`src/rtl/core/tmb_pkg.sv`:
```
// Shared types and constants for the temporal median background block.
`timescale 1ns / 1ps
package tmb_pkg;

  localparam int DATA_W = 8;

  // Link that each sorting cell hands to its upper neighbor.
  typedef struct packed {
    logic [DATA_W-1:0] data;
    logic              gt;
    logic              occ;
  } tmb_link_t;

  typedef enum logic {
    ST_COLLECT,
    ST_EMIT
  } tmb_state_t;

endpackage

```
`src/rtl/core/temporal_median_background_top.sv`:
```
// Top level of the temporal median background block.
`timescale 1ns / 1ps
// Temporal median background for one pixel position at a time. Each request
// carries one 8-bit gray sample of the pixel in one frame, plus a last flag
// on the final frame. Samples are kept in ascending order in a chain of
// MAX_FRAMES sorting cells: every cell compares the incoming sample with its
// own value in parallel and either keeps its value, takes the value of its
// lower neighbor, or takes the new sample, so one sample enters per cycle
// outside the emit state. A sample with the last flag is inserted, and then
// in the emit state the element at index floor(n/2) (the upper middle for
// even n) is loaded into the output register together with the overflow
// flag, after which the count is cleared for the next pixel. Samples
// arriving while MAX_FRAMES are already held are dropped and flag overflow
// on that pixel's result. The output register lets the next pixel's samples
// flow in while a result still waits to be taken; the emit cycle stalls
// only if the previous result has not been taken yet.
module temporal_median_background_top
  import tmb_pkg::*;
#(
  parameter int MAX_FRAMES = 32
) (
  input  logic              clk,
  input  logic              rst,
  input  logic              in_valid,
  output logic              in_ready,
  input  logic [DATA_W-1:0] sample,
  input  logic              last,
  output logic              out_valid,
  input  logic              out_ready,
  output logic [DATA_W-1:0] median,
  output logic              overflow
);

  localparam int CNT_W = $clog2(MAX_FRAMES + 1);
  localparam int IDX_W = (MAX_FRAMES > 1) ? $clog2(MAX_FRAMES) : 1;

  tmb_state_t state, state_next;
  logic [CNT_W-1:0] cnt, cnt_next;
  logic             ovf, ovf_next;
  logic             out_valid_next;
  logic             load_out;
  logic             accept;
  logic             full;
  logic             insert;
  logic [IDX_W-1:0] mid;
  logic [CNT_W-1:0] half;

  tmb_link_t        links [MAX_FRAMES];
  logic [DATA_W-1:0] cell_data [MAX_FRAMES];

  assign accept = in_valid && in_ready;
  assign full   = (cnt == CNT_W'(MAX_FRAMES));
  assign insert = accept && !full;

  // The sorting chain. Cell 0 sees a lower neighbor that is occupied and
  // never larger, so it takes the sample whenever it is the insertion point.
  for (genvar i = 0; i < MAX_FRAMES; i++) begin : g_cell
    tmb_link_t prev;
    logic      occ;

    assign occ = (CNT_W'(i) < cnt);

    if (i == 0) begin : g_first
      assign prev = '{data: '0, gt: 1'b0, occ: 1'b1};
    end else begin : g_rest
      assign prev = links[i-1];
    end

    tmb_cell u_cell (
      .clk    (clk),
      .insert (insert),
      .value  (sample),
      .occ    (occ),
      .prev   (prev),
      .link   (links[i])
    );

    assign cell_data[i] = links[i].data;
  end

  // The count is never zero in the emit cycle, and half of it stays below
  // the capacity.
  assign half = cnt >> 1;
  assign mid  = half[IDX_W-1:0];

  always_ff @(posedge clk) begin
    if (rst) begin
      state     <= ST_COLLECT;
      cnt       <= '0;
      ovf       <= 1'b0;
      out_valid <= 1'b0;
    end else begin
      state     <= state_next;
      cnt       <= cnt_next;
      ovf       <= ovf_next;
      out_valid <= out_valid_next;
    end
  end

  always_ff @(posedge clk) begin
    if (load_out) begin
      median   <= cell_data[mid];
      overflow <= ovf;
    end
  end

  always_comb begin
    state_next     = state;
    cnt_next       = cnt;
    ovf_next       = ovf;
    out_valid_next = out_valid && !out_ready;
    load_out       = 1'b0;
    in_ready       = 1'b0;
    unique case (state)
      ST_COLLECT: begin
        in_ready = 1'b1;
        if (accept) begin
          if (full) begin
            ovf_next = 1'b1;
          end else begin
            cnt_next = cnt + CNT_W'(1);
          end
          if (last) begin
            state_next = ST_EMIT;
          end
        end
      end
      ST_EMIT: begin
        // Wait until the output register is free, then take the median
        // and start the next pixel.
        if (!out_valid || out_ready) begin
          load_out       = 1'b1;
          out_valid_next = 1'b1;
          cnt_next       = '0;
          ovf_next       = 1'b0;
          state_next     = ST_COLLECT;
        end
      end
      default: begin
        state_next = ST_COLLECT;
      end
    endcase
  end

endmodule

```
`src/rtl/core/tmb_cell.sv`:
```
// One cell of the insertion-sort chain: holds one sorted sample.
`timescale 1ns / 1ps
module tmb_cell
  import tmb_pkg::*;
(
  input  logic              clk,
  input  logic              insert,
  input  logic [DATA_W-1:0] value,
  input  logic              occ,
  input  tmb_link_t         prev,
  output tmb_link_t         link
);

  logic [DATA_W-1:0] data;
  logic              gt;

  assign gt = occ && (data > value);

  always_ff @(posedge clk) begin
    if (insert) begin
      // The cell below shifts up when it holds a larger value; otherwise
      // this cell takes the new sample if it is the insertion point.
      if (prev.gt) begin
        data <= prev.data;
      end else if (gt || (!occ && prev.occ)) begin
        data <= value;
      end
    end
  end

  assign link.data = data;
  assign link.gt   = gt;
  assign link.occ  = occ;

endmodule

```
`config.mk`:
```
export PLATFORM = sky130hd
export DESIGN_NAME = temporal_median_background_top
export DESIGN_NICKNAME = d
export VERILOG_FILES = /design/src/rtl/core/tmb_pkg.sv /design/src/rtl/core/temporal_median_background_top.sv /design/src/rtl/core/tmb_cell.sv
export SDC_FILE = /design/constraint.sdc
export NUM_CORES = 1
export LEC_CHECK = 0
export ABC_CLOCK_PERIOD_IN_PS = 6220
export BUFFER_PORTS_ARGS = -buffer_cell sky130_fd_sc_hd__buf_2
export CAP_MARGIN = 20
export CORE_MARGIN = 2
export CORE_UTILIZATION = 50
export CTS_BUF_LIST = sky130_fd_sc_hd__clkbuf_4
export CTS_CLUSTER_DIAMETER = 120
export DETAILED_ROUTE_END_ITERATION = 12
export PLACE_DENSITY = 0.62
export SLEW_MARGIN = 10
export SYNTH_ARGS = -nofsm -noshare
export SYNTH_HDL_FRONTEND = slang
export SYNTH_SLANG_ARGS = --single-unit
export TNS_END_PERCENT = 10
```
`constraint.sdc`:
```
create_clock -name clk -period 6.22 [get_ports clk]
set_input_delay 0.311 -clock clk [delete_from_list [all_inputs] [get_ports clk]]
set_output_delay 0.311 -clock clk [all_outputs]
set_load 0.01 [all_outputs]
```
# [Word level (Yosys, flattened, before mapping)]
# Cells that the tools add are included.
[op_classes] muxes=82 order_cmp=65 n_addsub=1 reduce_logical=199 n_eq_ne=5 bitwise=2
[ops] operator="8-bit two-way mux" count=64
[ops] operator="8-bit > comparator" count=32
[ops] operator="5-bit by 6-bit less-than comparator with 1-bit output (first input constant)" count=16
[ops] operator="1-bit logical AND" count=66
[ops] operator="2-bit AND reduction" count=32
[ops] operator="2-bit nonzero test" count=31
[ops] operator="4-bit by 6-bit less-than comparator with 1-bit output (first input constant)" count=8
[ops] operator="8-bit binary-select mux with 5-bit select" count=1
[ops] operator="1-bit logical NOT" count=35
[ops] operator="1-bit logical OR" count=33
[ops] operator="3-bit by 6-bit less-than comparator with 1-bit output (first input constant)" count=4
[ops] operator="6-bit two-way mux" count=3
[ops] operator="1-bit by 6-bit less-than comparator with 1-bit output (first input constant)" count=2
[ops] operator="2-bit by 6-bit less-than comparator with 1-bit output (first input constant)" count=2
[ops] operator="6-bit one-hot mux with 2 select lines" count=1
[ops] operator="1-bit two-way mux" count=11
[ops] operator="6-bit by 1-bit adder with 6-bit output (second input constant)" count=1
[ops] operator="6-bit equality test (second input constant)" count=1
[ops] operator="6-bit >= comparator (second input constant)" count=1
[ops] operator="2-bit != test (second input constant)" count=3
[ops] operator="5-bit inverter with 6-bit output" count=1
[ops] operator="3-bit AND reduction" count=2
[ops] operator="1-bit one-hot mux with 2 select lines" count=2
[ops] operator="2-bit by 1-bit != test with 1-bit output (second input constant)" count=1
[ops] operator="1-bit inverter" count=1
[totals] in_bits=13 ff_bits=274 output_inout_bits=11 wordCells=392

# [Depth between registers and ports, before layout]
[depth] depth_word=6 mapped_depth=10 ltp_nobuf=7

# [Modules after synthesis]
# A second synthesis with hierarchy kept.
[unflattened] cells_unflattened=2284 area_unflattened_um2=21254.1
[modules_own_cells] mod="tmb_cell" instances=32 cells_per_inst=59 seq_area_each_um2=240.2 area_each_um2=564.3
[modules_own_cells] mod="temporal_median_background_top" instances=1 cells_per_inst=396 seq_area_each_um2=450.4 area_each_um2=3196.8

# [Worst setup path after synthesis]
# OpenSTA, ideal clock, no wires.
[synth_path] kind="input to register" from="in sample[1]" to="reg g_cell[2].u_cell.data[0] (enable)" t_required_ns=5.866 arrival_ns=2.725 slack_ns=3.141 path_buffers=1 cell_stages=8 setup_time_ns=0.354 cell_sequence="clkbuf_1 inv_1 ha_1 nor2b_1 o211ai_1 a21oi_1 o31ai_2 a31oi_1"
[synth_via] elab_chain_len=5 word_cells_on_any_way=7 classes_between="order compare (2); reduce/logical (5)"
[synth_rtl] item="from (decl)" line_no="temporal_median_background_top.sv:26" rtl="input logic [DATA_W-1:0] sample,"
[synth_rtl] item="8-bit > comparator" line_no="tmb_cell.sv:17" rtl="assign gt = occ && (data > value);"
[synth_rtl] item="1-bit logical AND" line_no="tmb_cell.sv:17"
[synth_rtl] item="1-bit logical OR" line_no="tmb_cell.sv:25" rtl="end else if (gt || (!occ && prev.occ)) begin"
[synth_rtl] item="2-bit nonzero test (no line) (*)"
[synth_rtl] item="2-bit AND reduction (no line) (*)"
[synth_rtl] item="to (signal assigned)" line_no="tmb_cell.sv:24" rtl="data <= prev.data;"
[synth_rtl] item="to (signal assigned)" line_no="tmb_cell.sv:26" rtl="data <= value;"
[synth_rtl] item="to (decl)" line_no="tmb_cell.sv:14" rtl="logic [DATA_W-1:0] data;"
# Every way passes the cells marked *; elsewhere a longest branch is shown, timed or not.
# A chain may end at the register's enable or synchronous reset.

# [Worst setup path after layout]
[layout_path] from="reg cnt[1]" to="reg g_cell[19].u_cell.data[2] (enable)"
[layout_via] elab_chain_len=6 word_cells_on_any_way=12 classes_between="order compare (2); eq/ne (1); reduce/logical (9)"
[layout_rtl] item="from (decl)" line_no="temporal_median_background_top.sv:38" rtl="logic [CNT_W-1:0] cnt, cnt_next;"
[layout_rtl] item="from (signal assigned)" line_no="temporal_median_background_top.sv:94" rtl="cnt <= cnt_next;"
[layout_rtl] item="5-bit by 6-bit less-than comparator with 1-bit output" line_no="temporal_median_background_top.sv:61" rtl="assign occ = (CNT_W'(i) < cnt);"
[layout_rtl] item="1-bit logical NOT" line_no="tmb_cell.sv:25"
[layout_rtl] item="1-bit logical AND" line_no="tmb_cell.sv:25"
[layout_rtl] item="1-bit logical OR" line_no="tmb_cell.sv:25"
[layout_rtl] item="2-bit nonzero test (no line)"
[layout_rtl] item="2-bit AND reduction (no line) (*)"
[layout_rtl] item="to (signal assigned)" line_no="tmb_cell.sv:24"
[layout_rtl] item="to (signal assigned)" line_no="tmb_cell.sv:26"
[layout_rtl] item="to (decl)" line_no="tmb_cell.sv:14"
# Marks and branches as above.

==> flow_summary.ini <==
[global_routing]
grt_util_all_layers = 0.322
grt_max_degree = 44
grt.overflow.total = 0
antenna_found_initial = 2
grt_pass1_vias = 14800
grt_pass1_wl_um = 96100

[yosys]
yosys.area.top_type = edfxtp_1
synth_seq_area_share = 0.414
synthArstFlopShare = 0
avgSynthCellArea_sq_um = 13.0
synth_most_common_cell = edfxtp_1
synth_seq_cells = 274
yosys_warnings = 0
ys.flop_type = edfxtp_1
netlist.area_leader.share = 0.405
synth_edf_count = 265
syn_inst = 1506
synth_nets = 1777
synth.area.top_cells = edfxtp_1 41%, ha_1 16%, mux2_2 14%, mux4_2 8.9%, a21oi_1 2.3%
synthesis.area_sq_um = 19600
ys_top_cells_by_count = 265 x edfxtp_1, 258 x ha_1, 249 x mux2_2
ys_types = 44

[min_path]
hp-class = input pin to flop

[floorplanning]
rows = 72
die_y_um = 202
core_sq_um = 38700
num_io_pins = 24
die-area_sq_um = 40900
die_w_um = 202
initial_core_util = 0.507

[worst_setup_path]
endpoint_kind = flop
slowest_delay_ps = 830
path_class = flop to flop
arrival_ps = 4520
path_buf_inv = 2
crit_fanout = 37
cp_top_family = compound AO/OA/AOI/OAI gates
critPathLaunchType = flop
cp_cell_sequence = buf_4, ha_1, inv_1, a311oi_1, o31ai_2, a31oi_1
cp_slowest_cell = a31oi_1
required_ps = 6630

[detailed_routing]
via_per_inst = 6.72
drtIter0Drc = 1370
dr.pass1.iters = 5
postRouteAntennaNets = 0
vias = 14600
routed_wl_um = 64800
drc = 0
detail_route.wl_per_cell_um = 29.8

[timing]
finalCritPeriodShare = 0.660
slew_headroom = 0.215
min_period_ps = 4100
skew_ps = 97.6
tightest_slew_ps = 1170
rsz0062_at_grt = no
hold_viol_final = 0
maxSlewViolCount = 0
tns_ps = 0
fmax_mhz = 244
setup_viol = 0

[cts]
cts_max_level = 3
cts_made_buffers = 80
clk_pin_slew_ps = 60
numClockSinks = 274
cts-root-buf = clkbuf_4
cts_hold_buf = 4
clk_latency_ps = 820
tritoncts = yes
cts_resized = 0
cts.path.max_buffers = 3
cts_setup_buffers = 0

[place]
gp_congestion = 0.890
placed_cells = 2022
port-buffer-count = 23
dp_hpwl_um = 42700

[finish]
fin_cells = 2176
drive_gt1_frac = 0.335
fill_cells = 3259
nets = 1861
area_delta_synth_final_pct = 9.83

[outcome]
outcome = finished, final reports clean

[power_and_ir_drop]
ir_drop_mv = 0.114
p_leak_nw = 7.81
p_per_area_nw_per_um2 = 210

[job]
maxCapViolCount = 0
==> logic make-up after synthesis <==
logic type	after synthesis	share of synthesized area
mux	335	0.237
compound gates	278	0.0951
simple gates	245	0.0639
fa+ha+maj	258	0.164
xor+xnor	3	0.00134
flops	274	0.414
buf+inv	113	0.0243
==> per-stage QoR <==
step | instance area, sq um | power [mW] | worst slack (ps) | hold slack (ps) | util
after floorplan | 19600 | 2.44 | 3140 | 380 | -
after global placement | 20400 | 2.61 | 1770 | 485 | 0.527
after detailed placement | 20400 | 2.62 | 1850 | 494 | 0.527
after CTS | 21600 | 4.52 | 2210 | 151 | 0.557
after global routing | 21600 | 4.67 | 1830 | 181 | 0.557
final | 21600 | 4.52 | 2120 | 215 | 0.557
==> registers in the layout, summed over array words and instances (netlist names) <==
| register | flops |
|---|---|
| cnt | 6 |
| g_cell.u_cell.data | 256 |
| median | 8 |
| out_valid | 1 |
| overflow | 1 |
| ovf | 1 |
| state | 1 |
==> cells in the final DEF (no fill, tap or decap), types with 3 or more instances in the layout <==
cell and instances:
edfxtp_1 265, ha_1 258, mux2_2 249, clkbuf_4 119, a21oi_1 92, mux4_2 78, nor2_1 73, nand4_1 68
inv_1 42, o21ai_0 42, buf_4 38, nor2b_1 37, o211ai_1 32, a211oi_1 32, a31oi_1 30, nand2_1 29
clkinv_1 27, o31ai_2 27, buf_2 23, nand3_1 18, o21a_1 6, nor3_1 6, mux2_1 6, clkinv_2 6
a21o_1 5, dfxtp_1 5, nand2b_1 4, a311oi_1 4, bufinv_16 4, dlygate4sd3_1 4, or2_2 3, xnor2_1 3
==> final timing paths <==
kind                            slack [ps]  cells past startpoint                   endpoint  startpoint
worst max register to register        2120                      6  g_cell[19].u_cell.data[2]      cnt[1]
worst min-delay path                   220                      2   g_cell[0].u_cell.data[2]   sample[2]
worst max-delay path                  2120                      6  g_cell[19].u_cell.data[2]      cnt[1]
worst min register to register         510                      2                        ovf         ovf
==> metal layers <==
metal  GRT usage  wire (um)  vias up
li1            -          -     6327
met1       0.446      27100     7322
met2       0.477      28600      804
met3      0.0850       6660      169
met4       0.140       2480        2
met5           0         13        -
==> where the power goes <==
group          internal, mW  switching, mW  total, mW
Sequential             2.04         0.0173       2.06
Combinational         0.216          0.318      0.534
Clock                  1.05          0.881       1.93
==> final cells by class <==
| cell class | instances | area [sq um] | share of cell area |
|---|---|---|---|
| antenna | 2 | 5.00 | 0.000232 |
| sequential | 274 | 8150 | 0.378 |
| multi-input combinational | 1119 | 11000 | 0.511 |
| inverter | 50 | 188 | 0.00870 |
| tap | 518 | 648 | 0.0300 |
| clock inverter | 29 | 221 | 0.0103 |
| clock buffer | 119 | 893 | 0.0414 |
| timing repair buffer | 65 | 440 | 0.0204 |
(Power assumes the default switching activity.)
